$ cat src/hdl/tmu_pkg.sv
// ----------------------------------------------------------------------------
// tmu_pkg
// Shared constants, register codes and types of the mode unfold index unit.
// ----------------------------------------------------------------------------
package tmu_pkg;

    // Defaults of the top-level parameters.
    localparam int DEF_MAX_MODES  = 6;
    localparam int DEF_COORD_BITS = 10;

    // Fixed field widths.
    localparam int NUM_DIM_REGS = 6;
    localparam int DIM_W        = 10;
    localparam int MODE_W       = 3;
    localparam int ROW_W        = 10;
    localparam int COL_W        = 50;
    localparam int PAYLOAD_W    = 64;

    // Configuration port.
    localparam int APB_DATA_W = 32;
    localparam int APB_ADDR_W = 5;
    localparam int REG_IDX_W  = 3;

    // Register reset values.
    localparam logic [MODE_W-1:0] RST_NUM_MODES   = 3'd3;
    localparam logic [MODE_W-1:0] RST_UNFOLD_MODE = 3'd0;
    localparam logic [DIM_W-1:0]  RST_DIM         = 10'd1;

    // Register index, from the byte address divided by four.
    typedef enum logic [REG_IDX_W-1:0] {
        REG_NUM_MODES   = 3'd0,
        REG_UNFOLD_MODE = 3'd1,
        REG_DIM_0       = 3'd2,
        REG_DIM_1       = 3'd3,
        REG_DIM_2       = 3'd4,
        REG_DIM_3       = 3'd5,
        REG_DIM_4       = 3'd6,
        REG_DIM_5       = 3'd7
    } reg_idx_t;

    // Role of one mode for the current configuration.
    typedef struct packed {
        logic used;    // mode index is below the effective mode count
        logic unfold;  // mode is the one the tensor is unfolded along
    } mode_ctl_t;

endpackage

$ cat src/hdl/tmu_stride_seq.sv
// ----------------------------------------------------------------------------
// tmu_stride_seq
// Recomputes the column stride of every mode, one mode per cycle, after a
// register write.
// ----------------------------------------------------------------------------
module tmu_stride_seq #(
    parameter int MAX_MODES  = tmu_pkg::DEF_MAX_MODES,
    parameter int COORD_BITS = tmu_pkg::DEF_COORD_BITS
) (
    input  logic                                   aclk,
    input  logic                                   aresetn,
    input  logic                                   start,
    input  logic [tmu_pkg::MODE_W-1:0]             unfold_mode,
    input  logic [COORD_BITS-1:0]                  dim_eff [MAX_MODES],
    output logic [tmu_pkg::COL_W-1:0]              stride [MAX_MODES],
    output logic                                   busy
);

    localparam int CNT_W = $clog2(MAX_MODES);
    localparam logic [CNT_W-1:0] LAST = CNT_W'(MAX_MODES - 1);

    logic [CNT_W-1:0]          cnt_reg;
    logic                      busy_reg;
    logic [tmu_pkg::COL_W-1:0] product_reg;
    logic [tmu_pkg::COL_W-1:0] stride_reg [MAX_MODES];
    logic [tmu_pkg::COL_W-1:0] product_next;

    // The running product skips the unfold mode.
    always_comb begin
        product_next = product_reg;
        if (unfold_mode != tmu_pkg::MODE_W'(cnt_reg)) begin
            product_next = product_reg * tmu_pkg::COL_W'(dim_eff[cnt_reg]);
        end
    end

    always_ff @(posedge aclk) begin
        if (!aresetn) begin
            cnt_reg     <= '0;
            busy_reg    <= 1'b0;
            product_reg <= tmu_pkg::COL_W'(1);
            for (int k = 0; k < MAX_MODES; k++) begin
                stride_reg[k] <= tmu_pkg::COL_W'(1);
            end
        end else if (start) begin
            cnt_reg     <= '0;
            busy_reg    <= 1'b1;
            product_reg <= tmu_pkg::COL_W'(1);
        end else if (busy_reg) begin
            stride_reg[cnt_reg] <= product_reg;
            product_reg         <= product_next;
            cnt_reg             <= cnt_reg + 1'b1;
            if (cnt_reg == LAST) begin
                busy_reg <= 1'b0;
            end
        end
    end

    assign stride = stride_reg;
    assign busy   = busy_reg;

endmodule

$ cat config.mk
export PLATFORM = sky130hd
export DESIGN_NAME = tmu_stride_seq
export DESIGN_NICKNAME = d
export VERILOG_FILES = /design/src/hdl/tmu_pkg.sv /design/src/hdl/tmu_stride_seq.sv
export SDC_FILE = /design/constraint.sdc
export NUM_CORES = 2
export LEC_CHECK = 0
export BUFFER_PORTS_ARGS = -buffer_cell sky130_fd_sc_hd__buf_2
export CORE_MARGIN = 4
export CORE_UTILIZATION = 54
export CTS_CLUSTER_DIAMETER = 50
export DETAILED_ROUTE_END_ITERATION = 12
export GPL_TIMING_DRIVEN = 1
export PLACE_DENSITY = 0.82
export SLEW_MARGIN = 20
export SYNTH_ARGS = -nofsm -noshare
export SYNTH_HDL_FRONTEND = slang
export SYNTH_SLANG_ARGS = --single-unit
export TNS_END_PERCENT = 100
$ cat constraint.sdc
create_clock -name aclk -period 6.8 [get_ports aclk]
set_input_delay 1.02 -clock aclk [delete_from_list [all_inputs] [get_ports aclk]]
set_output_delay 1.02 -clock aclk [all_outputs]
set_load 0.01 [all_outputs]
==> results_dict.tcl <==
set metrics [dict create \
    muxShareOfSynthArea 0.0110 \
    synth_common_cells "nand2_1 (906), dfxtp_1 (354), fa_1 (342)" \
    grt_overflow 0 \
    yosysTopAreaCellShare 0.260 \
    tns_ps 0 \
    grt_antenna_before_repair 2 \
    cp_num_buf_inv 8 \
    yosys.cell_types.count 69 \
    clkTransAtPathRegs_ps 60 \
    synth_nets 3713 \
    arrival_ps 7090 \
    fin_area_sq_um 32700 \
    synthXorXnorAreaFrac 0.0203 \
    finalPower_mw 5.63 \
    largest_register_ffs 300 \
    slew_headroom 0.240 \
    grt_pass1_vias 24000 \
    worst_ir_drop_vdd_mv 0.163 \
    portBuffers 366 \
    ys.flop_type "dfxtp_1" \
    fp.dieW_microns 233 \
    multi_input_area_sq_um 18300 \
    fin_skew_ps 20.1 \
    fillers 3720 \
    num_rows 82 \
    netlist_area_sq_um 27200 \
    syn_to_final_growth_pct 20.3 \
    gp_congestion 0.935 \
    yosys.area.top_type "dfxtp_1" \
    drt-initial-drc-count 2568 \
    setup_ws_ps 137 \
    synth_compound_area_frac 0.136 \
    drc 0 \
    clock.fmax_mhz 150 \
    critPathLaunchType "input pin" \
    hold_buffers 0 \
    seq_area_sq_um 7090 \
    cts_sinks 354 \
    outcome "complete, no violations" \
    finalHoldViolations 0 \
    die_y_microns 233 \
    ios 367 \
    cts_tree "built" \
    power_density_nw_per_um2 172 \
    htreeDepth 2 \
    yosys.area_share.simple 0.206 \
    synth_top_family_by_area "adder cells" \
    ys_seq_area_frac 0.260 \
    wirelength_microns 86100 \
    worst_pin_slew_ps 1140 \
    crit_top_cell "fa_1" \
    cts.path.max_buffers 3 \
    ant_nets 0 \
    drive_gt1_frac 0.210 \
    firstDrtPassIters 6 \
    cap_viol_max_count 0 \
    synth.most_common_cell "nand2_1" \
    max_stage_delay_ps 520 \
    drv_slew 0 \
    dieArea_sq_um 54100 \
    end_kind "flip-flop" \
    nNetsFinal 4091 \
    dpl_cell_area_sq_um 30800 \
    clk_latency_ps 570 \
    crit_slowest_cell "fa_1" \
    period_minus_slack_ps 6660 \
    synthCells 3239 \
    synthAdderAreaFrac 0.282 \
    critPathKind "input pin to flip-flop" \
    grt_max_degree 136 \
    path_max_fanout 6 \
    track_usage 0.308 \
    start_util 0.545 \
    dp.final_hpwl_microns 60900 \
    holdWs_ps 459 \
    netlist_top_cells_area "dfxtp_1 (26%), fa_1 (25%), nand2_1 (12%)" \
    ys_async_sr_fraction 0 \
    wl_per_cell_microns 19.9 \
    hold_class "flip-flop to flip-flop" \
    finalCritPeriodShare 0.980 \
    vias_per_cell 5.66 \
    avgSynthCellArea_sq_um 8.40 \
    vias 24500 \
    yosysWarnings 0 \
    grt_pass1_wl_microns 132000 \
    cts_root_buf "clkbuf_16" \
    dpl_worst_slack_ps -534 \
    finalSetupViolCount 0 \
    synth-edff-count 0 \
    ys_ff_latch 354 \
    critPathRequiredTime_ps 7230 \
    critPathTopFamily "adder cells" \
    leakagePower_nw 15.1 \
    cts_made_buffers 43 \
    coreArea_sq_um 50000 \
]
-- layout by cell type (no fill, tap or decap), types with 39 or more instances in the layout --
master / synthesis / routed
a21boi_0: 294 / 294
a21oi_1: 85 / 74
and2_1: 124 / 124
buf_2: 8 / 366
buf_4: 10 / 221
clkbuf_16: 0 / 45
dfxtp_1: 354 / 352
fa_1: 342 / 342
ha_1: 66 / 58
inv_1: 321 / 321
nand2_1: 906 / 902
nor2_1: 41 / 39
nor2b_1: 122 / 122
xnor2_1: 44 / 44
-- worst paths after layout --
kind	cells past startpoint	end	from	slack (ps)
max	27	product_reg[42]	dim_eff[22]	140
min reg2reg	2	stride[46]	stride[46]	460
min	2	stride[46]	stride[46]	460
max reg2reg	24	product_reg[47]	cnt_reg[0]	150
-- timing repair --
item | CTS | global route
buffers inserted | 1 | 13
cloned | 0 | 2
resized for setup | 4 | 59
setup endpoints to repair | 9 | 19
pin swaps | 0 | 24
-- layout make-up --
type                            count  area share
Antenna cell                        1   0.0000764
Clock buffer                       56      0.0365
Clock inverter                     21     0.00864
Inverter                          322      0.0369
Multi-Input combinational cell   2289       0.558
Sequential cell                   354       0.217
Tap cell                          672      0.0257
Timing Repair Buffer              607       0.117
-- worst min-delay path: cells and delay by family, from the launching register on --
family	cells	cell delay (ps)
AOI/OAI and AO/OA	1	60
DFF	1	300
and+or+nand+nor	1	40
-- logic make-up (layout without fill, tap and decap cells) --
logic type                 Yosys count  count (layout)
xor gates and xnor gates            63              63
adders and majority gates          408             408
muxes                               22              22
AOI/OAI and AO/OA                  518             518
buffers and inverters              596            1006
other                                0               1
DFF                                354             354
and+or+nand+nor                   1278            1278
-- per-layer routing --
layer	share of wire	vias up	global-route usage
met4	0.047	2	0.120
met2	0.46	1462	0.492
li1	-	10800	-
met1	0.37	11900	0.412
met3	0.12	295	0.0653
met5	0.00020	-	0
-- metrics by stage --
step                       util  instances
after floorplan               -       3239
after global placement    0.616       4228
after detailed placement  0.616       4228
after CTS                 0.646       4306
after global routing      0.655       4322
final                     0.655       4322
-- power by group --
part / leakage (nW) / switching [mW] / internal [mW]
sequential: 2.85 / 0.0390 / 2.09
combinational: 11.6 / 0.635 / 0.480
clock: 0.728 / 0.974 / 1.42
total: 15.1 / 1.65 / 3.99
(Power assumes the default switching activity.)
