### config.mk
export PLATFORM = sky130hd
export DESIGN_NAME = tmu_cell
export DESIGN_NICKNAME = d
export VERILOG_FILES = /design/src/hdl/tmu_pkg.sv /design/src/hdl/tmu_cell.sv
export SDC_FILE = /design/constraint.sdc
export NUM_CORES = 1
export LEC_CHECK = 0
export BUFFER_PORTS_ARGS = -buffer_cell sky130_fd_sc_hd__buf_2
export CAP_MARGIN = 25
export CORE_AREA = 2 2 234 293
export CTS_CLUSTER_SIZE = 8
export DETAILED_ROUTE_END_ITERATION = 10
export DIE_AREA = 0 0 236 295
export MAX_ROUTING_LAYER = met4
export PLACE_DENSITY = 0.54
export SKIP_CTS_REPAIR_TIMING = 1
export SLEW_MARGIN = 20
export SYNTH_ARGS = -nofsm -noshare
export SYNTH_HDL_FRONTEND = slang
export SYNTH_SLANG_ARGS = --single-unit
### constraint.sdc
create_clock -name aclk -period 24.7 [get_ports aclk]
set_clock_uncertainty 0.2 [all_clocks]
set_input_delay 2.47 -clock aclk [delete_from_list [all_inputs] [get_ports aclk]]
set_output_delay 2.47 -clock aclk [all_outputs]
set_load 0.01 [all_outputs]
### src/hdl/tmu_pkg.sv
// ----------------------------------------------------------------------------
// tmu_pkg
// Shared constants, register codes and types of the mode unfold index unit.
// ----------------------------------------------------------------------------
package tmu_pkg;

    // Defaults of the top-level parameters.
    localparam int DEF_MAX_MODES  = 6;
    localparam int DEF_COORD_BITS = 10;

    // Fixed field widths.
    localparam int NUM_DIM_REGS = 6;
    localparam int DIM_W        = 10;
    localparam int MODE_W       = 3;
    localparam int ROW_W        = 10;
    localparam int COL_W        = 50;
    localparam int PAYLOAD_W    = 64;

    // Configuration port.
    localparam int APB_DATA_W = 32;
    localparam int APB_ADDR_W = 5;
    localparam int REG_IDX_W  = 3;

    // Register reset values.
    localparam logic [MODE_W-1:0] RST_NUM_MODES   = 3'd3;
    localparam logic [MODE_W-1:0] RST_UNFOLD_MODE = 3'd0;
    localparam logic [DIM_W-1:0]  RST_DIM         = 10'd1;

    // Register index, from the byte address divided by four.
    typedef enum logic [REG_IDX_W-1:0] {
        REG_NUM_MODES   = 3'd0,
        REG_UNFOLD_MODE = 3'd1,
        REG_DIM_0       = 3'd2,
        REG_DIM_1       = 3'd3,
        REG_DIM_2       = 3'd4,
        REG_DIM_3       = 3'd5,
        REG_DIM_4       = 3'd6,
        REG_DIM_5       = 3'd7
    } reg_idx_t;

    // Role of one mode for the current configuration.
    typedef struct packed {
        logic used;    // mode index is below the effective mode count
        logic unfold;  // mode is the one the tensor is unfolded along
    } mode_ctl_t;

endpackage

### src/hdl/tmu_cell.sv
// ----------------------------------------------------------------------------
// tmu_cell
// One mode of the index chain: checks its coordinate, adds its column term
// or takes the row, and hands the word on to the next cell.
// ----------------------------------------------------------------------------
module tmu_cell #(
    parameter int INDEX      = 0,
    parameter int MAX_MODES  = tmu_pkg::DEF_MAX_MODES,
    parameter int COORD_BITS = tmu_pkg::DEF_COORD_BITS
) (
    input  logic                                 aclk,
    input  logic                                 aresetn,
    input  tmu_pkg::mode_ctl_t                   ctl,
    input  logic [COORD_BITS-1:0]                dim,
    input  logic [tmu_pkg::COL_W-1:0]            stride,
    input  logic                                 in_valid,
    output logic                                 in_ready,
    input  logic [MAX_MODES*COORD_BITS-1:0]      in_coords,
    input  logic [tmu_pkg::PAYLOAD_W-1:0]        in_payload,
    input  logic [COORD_BITS-1:0]                in_row,
    input  logic [tmu_pkg::COL_W-1:0]            in_col,
    input  logic                                 in_bad,
    output logic                                 out_valid,
    input  logic                                 out_ready,
    output logic [MAX_MODES*COORD_BITS-1:0]      out_coords,
    output logic [tmu_pkg::PAYLOAD_W-1:0]        out_payload,
    output logic [COORD_BITS-1:0]                out_row,
    output logic [tmu_pkg::COL_W-1:0]            out_col,
    output logic                                 out_bad
);

    logic                                valid_reg;
    logic [MAX_MODES*COORD_BITS-1:0]     coords_reg;
    logic [tmu_pkg::PAYLOAD_W-1:0]       payload_reg;
    logic [COORD_BITS-1:0]               row_reg;
    logic [tmu_pkg::COL_W-1:0]           col_reg;
    logic                                bad_reg;

    logic [COORD_BITS-1:0]               coord;
    logic                                bad_here;
    logic [tmu_pkg::COL_W-1:0]           term;
    logic [COORD_BITS-1:0]               row_next;
    logic [tmu_pkg::COL_W-1:0]           col_next;

    assign coord    = in_coords[INDEX*COORD_BITS +: COORD_BITS];
    assign bad_here = ctl.used && ((coord == '0) || (coord > dim));
    assign term     = tmu_pkg::COL_W'(coord - 1'b1) * stride;

    always_comb begin
        row_next = in_row;
        col_next = in_col;
        if (ctl.used && !bad_here) begin
            if (ctl.unfold) begin
                row_next = coord;
            end else begin
                col_next = in_col + term;
            end
        end
    end

    // A held word moves on as soon as the next cell can take it.
    assign in_ready = !valid_reg || out_ready;

    always_ff @(posedge aclk) begin
        if (!aresetn) begin
            valid_reg <= 1'b0;
        end else if (in_ready) begin
            valid_reg <= in_valid;
        end
    end

    always_ff @(posedge aclk) begin
        if (in_ready && in_valid) begin
            coords_reg  <= in_coords;
            payload_reg <= in_payload;
            row_reg     <= row_next;
            col_reg     <= col_next;
            bad_reg     <= in_bad || bad_here;
        end
    end

    assign out_valid   = valid_reg;
    assign out_coords  = coords_reg;
    assign out_payload = payload_reg;
    assign out_row     = row_reg;
    assign out_col     = col_reg;
    assign out_bad     = bad_reg;

endmodule

==> flow_metrics.env <==
export IMPL_synthDominantCellAreaShare_pct=37.1
export IMPL_fillers=6594
export IMPL_p_int_w=0.00186
export IMPL_reg2reg_setup_slack_ps=22160
export IMPL_htree_levels=4
export IMPL_fin_crit_ps=10740
export IMPL_synth_seq_cells=186
export IMPL_dp_cells=3459
export IMPL_critPathArrivalTime_ps=10800
export IMPL_avgSynthCellArea_um2=10.3
export IMPL_grt_overflow_total=0
export IMPL_grt_pass1_vias=18600
export IMPL_netSwitchingFraction_pct=54.1
export IMPL_p_comb_share_pct=81.8
export IMPL_maxCapViolCount=0
export IMPL_ios=438
export IMPL_powerDensity_nw_per_um2=151
export IMPL_syn_cell_area_um2=23200
export IMPL_initial_core_util_pct=34.8
export IMPL_antenna_left=0
export IMPL_synth_area_leaders="fa_1 37%, edfxtp_1 24%, inv_1 8.8%"
export IMPL_cts_buffers=17
export IMPL_yosysMostFrequentCell="inv_1"
export IMPL_ir_drop_mv=0.138
export IMPL_sequentialPowerShare_pct=10.9
export IMPL_finalHoldViolCount=0
export IMPL_drive_gt1_share_pct=20.4
export IMPL_syn_nets=3051
export IMPL_relSlewSlack_pct=32.4
export IMPL_required_ps=24760
export IMPL_fmax_mhz=93.1
export IMPL_num_vias=16600
export IMPL_fin_setup_tns_ps=0
export IMPL_p_clk_share_pct=7.2
export IMPL_gp_congestion=0.848
export IMPL_yosysUniqueCellTypes=58
export IMPL_ys_top_cells_by_count="547 x inv_1, 430 x fa_1, 288 x nand2_1"
export IMPL_grt_pass1_wl_um=105000
export IMPL_dr_pass1_iters=5
export IMPL_final_nets=3419
export IMPL_start_kind="input port"
export IMPL_status="completed"
export IMPL_worstPathMaxFanout=42
export IMPL_fin_crit_sh_pct=43.5
export IMPL_critPathCaptureType="flip-flop"
export IMPL_synthCells=2246
export IMPL_via_per_inst=4.74
export IMPL_synthFlopType="edfxtp_1"
export IMPL_hp_class="flip-flop to flip-flop"
export IMPL_synth_yosys_seq_area_share_pct=24.0
export IMPL_die_area_um2=69600
export IMPL_clk_pin_slew_ps=80
export IMPL_regArea_um2=5580
export IMPL_cts_sinks=186
export IMPL_criticalPathCategory="input port to flip-flop"
export IMPL_fin_cells=3496
export IMPL_die_y_um=295
export IMPL_place_area_um2=26300
export IMPL_die_w_um=236
export IMPL_setup_viol=0
export IMPL_fp_row_count=106
export IMPL_clock_latency_ps=490
export IMPL_synth_warning_count=0
export IMPL_post_route_util_pct=40.4
export IMPL_syn_to_final_growth_pct=16.0
export IMPL_grt_start_max_net_pins=74
export IMPL_grt_usage_pct=20.4
export IMPL_wl_per_cell_um=19.1
export IMPL_fin_area_um2=26900
export IMPL_rsz0062_at_grt="false"
export IMPL_synth_largest_area_cell="fa_1"
export IMPL_worstMarginPinSlew_ps=1010
export IMPL_cts_root_buf="clkbuf_16"
export IMPL_coreArea_um2=66700
export IMPL_whs_ps=349
export IMPL_multi_input_area_um2=15300
export IMPL_totalWireLength_um=66700
export IMPL_hpwlAfterDp_um=54800
export IMPL_slew_viol_final=0
export IMPL_drt_iter0_drc=691
export IMPL_synth_edff_count=185
export IMPL_io_buffer_count=437
export IMPL_clockBufferDepth=2
export IMPL_antenna_found_initial=6
export IMPL_total_leakage_power_nw=13.0
export IMPL_async_flop_share_pct=0
export IMPL_cts_tree="done"
export IMPL_drcViolationCount=0
export IMPL_netSwitchingPower_w=0.00219
[cells by family (layout without fill, tap and decap cells)]
| logic type | after synthesis | after routing | share of synthesized area, % |
|---|---|---|---|
| other | 0 | 5 | 0 |
| multiplexers | 60 | 60 | 2.73 |
| flip-flops | 186 | 186 | 24.0 |
| buffers and inverters | 651 | 1032 | 10.6 |
| adder cells (fa/ha/maj) | 554 | 554 | 43.8 |
| AND/OR/NAND/NOR | 592 | 592 | 12.2 |
| XOR/XNOR | 69 | 69 | 2.64 |
| AO/OA/AOI/OAI | 134 | 134 | 4.07 |
[worst paths after layout]
check / cells past startpoint / endpoint / from
setup reg to reg: 3 / out_coords[5] / out_valid
hold reg to reg: 2 / out_valid / out_valid
hold / removal: 2 / out_valid / out_valid
setup / recovery: 27 / out_col[48] / in_coords[0]
[power groups by stage]
stage | Clock (W) | Sequential (W) | Combinational [W]
3_5_place_dp | 0 | 0.000450 | 0.00336
4_1_cts | 0.000308 | 0.000444 | 0.00339
3_3_place_gp | 0 | 0.000451 | 0.00334
2_1_floorplan | 0 | 0.000477 | 0.00230
5_1_grt | 0.000315 | 0.000448 | 0.00372
6_report | 0.000294 | 0.000443 | 0.00332
[worst max-delay path, stage by stage]
cell	delay [ps]
buf_2	150
inv_2	560
buf_4	440
ha_1	330
or4b_2	690
xnor2_4	150
buf_4	450
and2_1	240
fa_1	420
fa_1	520
fa_1	440
fa_1	500
inv_1	50
fa_1	480
inv_1	50
ha_1	320
and3_1	230
a221o_1	310
a221o_1	330
a31o_1	250
a21oi_4	240
o21ai_2	160
a211oi_4	320
o21ai_2	120
a21oi_2	150
xnor2_1	70
mux2_4	250
[per-stage QoR]
step | power [W] | setup slack [ps]
after floorplan | 0.00278 | 14980
final | 0.00406 | 13960
after global placement | 0.00379 | 13610
after global routing | 0.00449 | 13480
after CTS | 0.00414 | 14050
after detailed placement | 0.00381 | 13510
[flip-flops by register name, summed over array words and instances (netlist names)]
signal,count
out_coords,60
out_bad,1
out_row,10
out_col,50
out_payload,64
out_valid,1
[layout make-up]
type / count / share of cell area (%)
diodes: 5 / 0.0465
clock buffers: 17 / 1.58
clock inverters: 15 / 0.660
inverters: 547 / 7.63
multi-input cells: 1409 / 56.8
flip-flops and latches: 186 / 20.7
well taps: 864 / 4.02
repair buffers: 453 / 8.57
[cell usage in the layout (no fill, tap or decap), drive strengths merged, types with 6 or more instances in the layout]
cell    netlist  final
buf           9    453
nor2b         9      9
and3         10     10
clkbuf       95     17
and2        137    137
xnor2        42     42
xor2         27     27
a21oi        35     35
nand4         8      8
mux2         23     23
nand2b       51     51
nand2       288    288
a21o         25     25
or2           8      8
nor2         54     54
edfxtp      185    185
mux2i        37     37
a31oi         7      7
nand3        10     10
nor3          9      9
inv         547    555
a211oi        6      6
o21bai        7      7
o21ai        22     22
fa          430    430
ha          124    124
[routing by layer]
layer / part of all wire [%] / global-route usage (%) / vias up
met5: 0 / - / -
met3: 4.0 / 2.89 / 104
met1: 39 / 22.6 / 8519
li1: - / - / 7476
met4: 2.5 / 6.84 / 0
met2: 54 / 37.5 / 481
No activity file was read; power rests on OpenSTA's default activity.
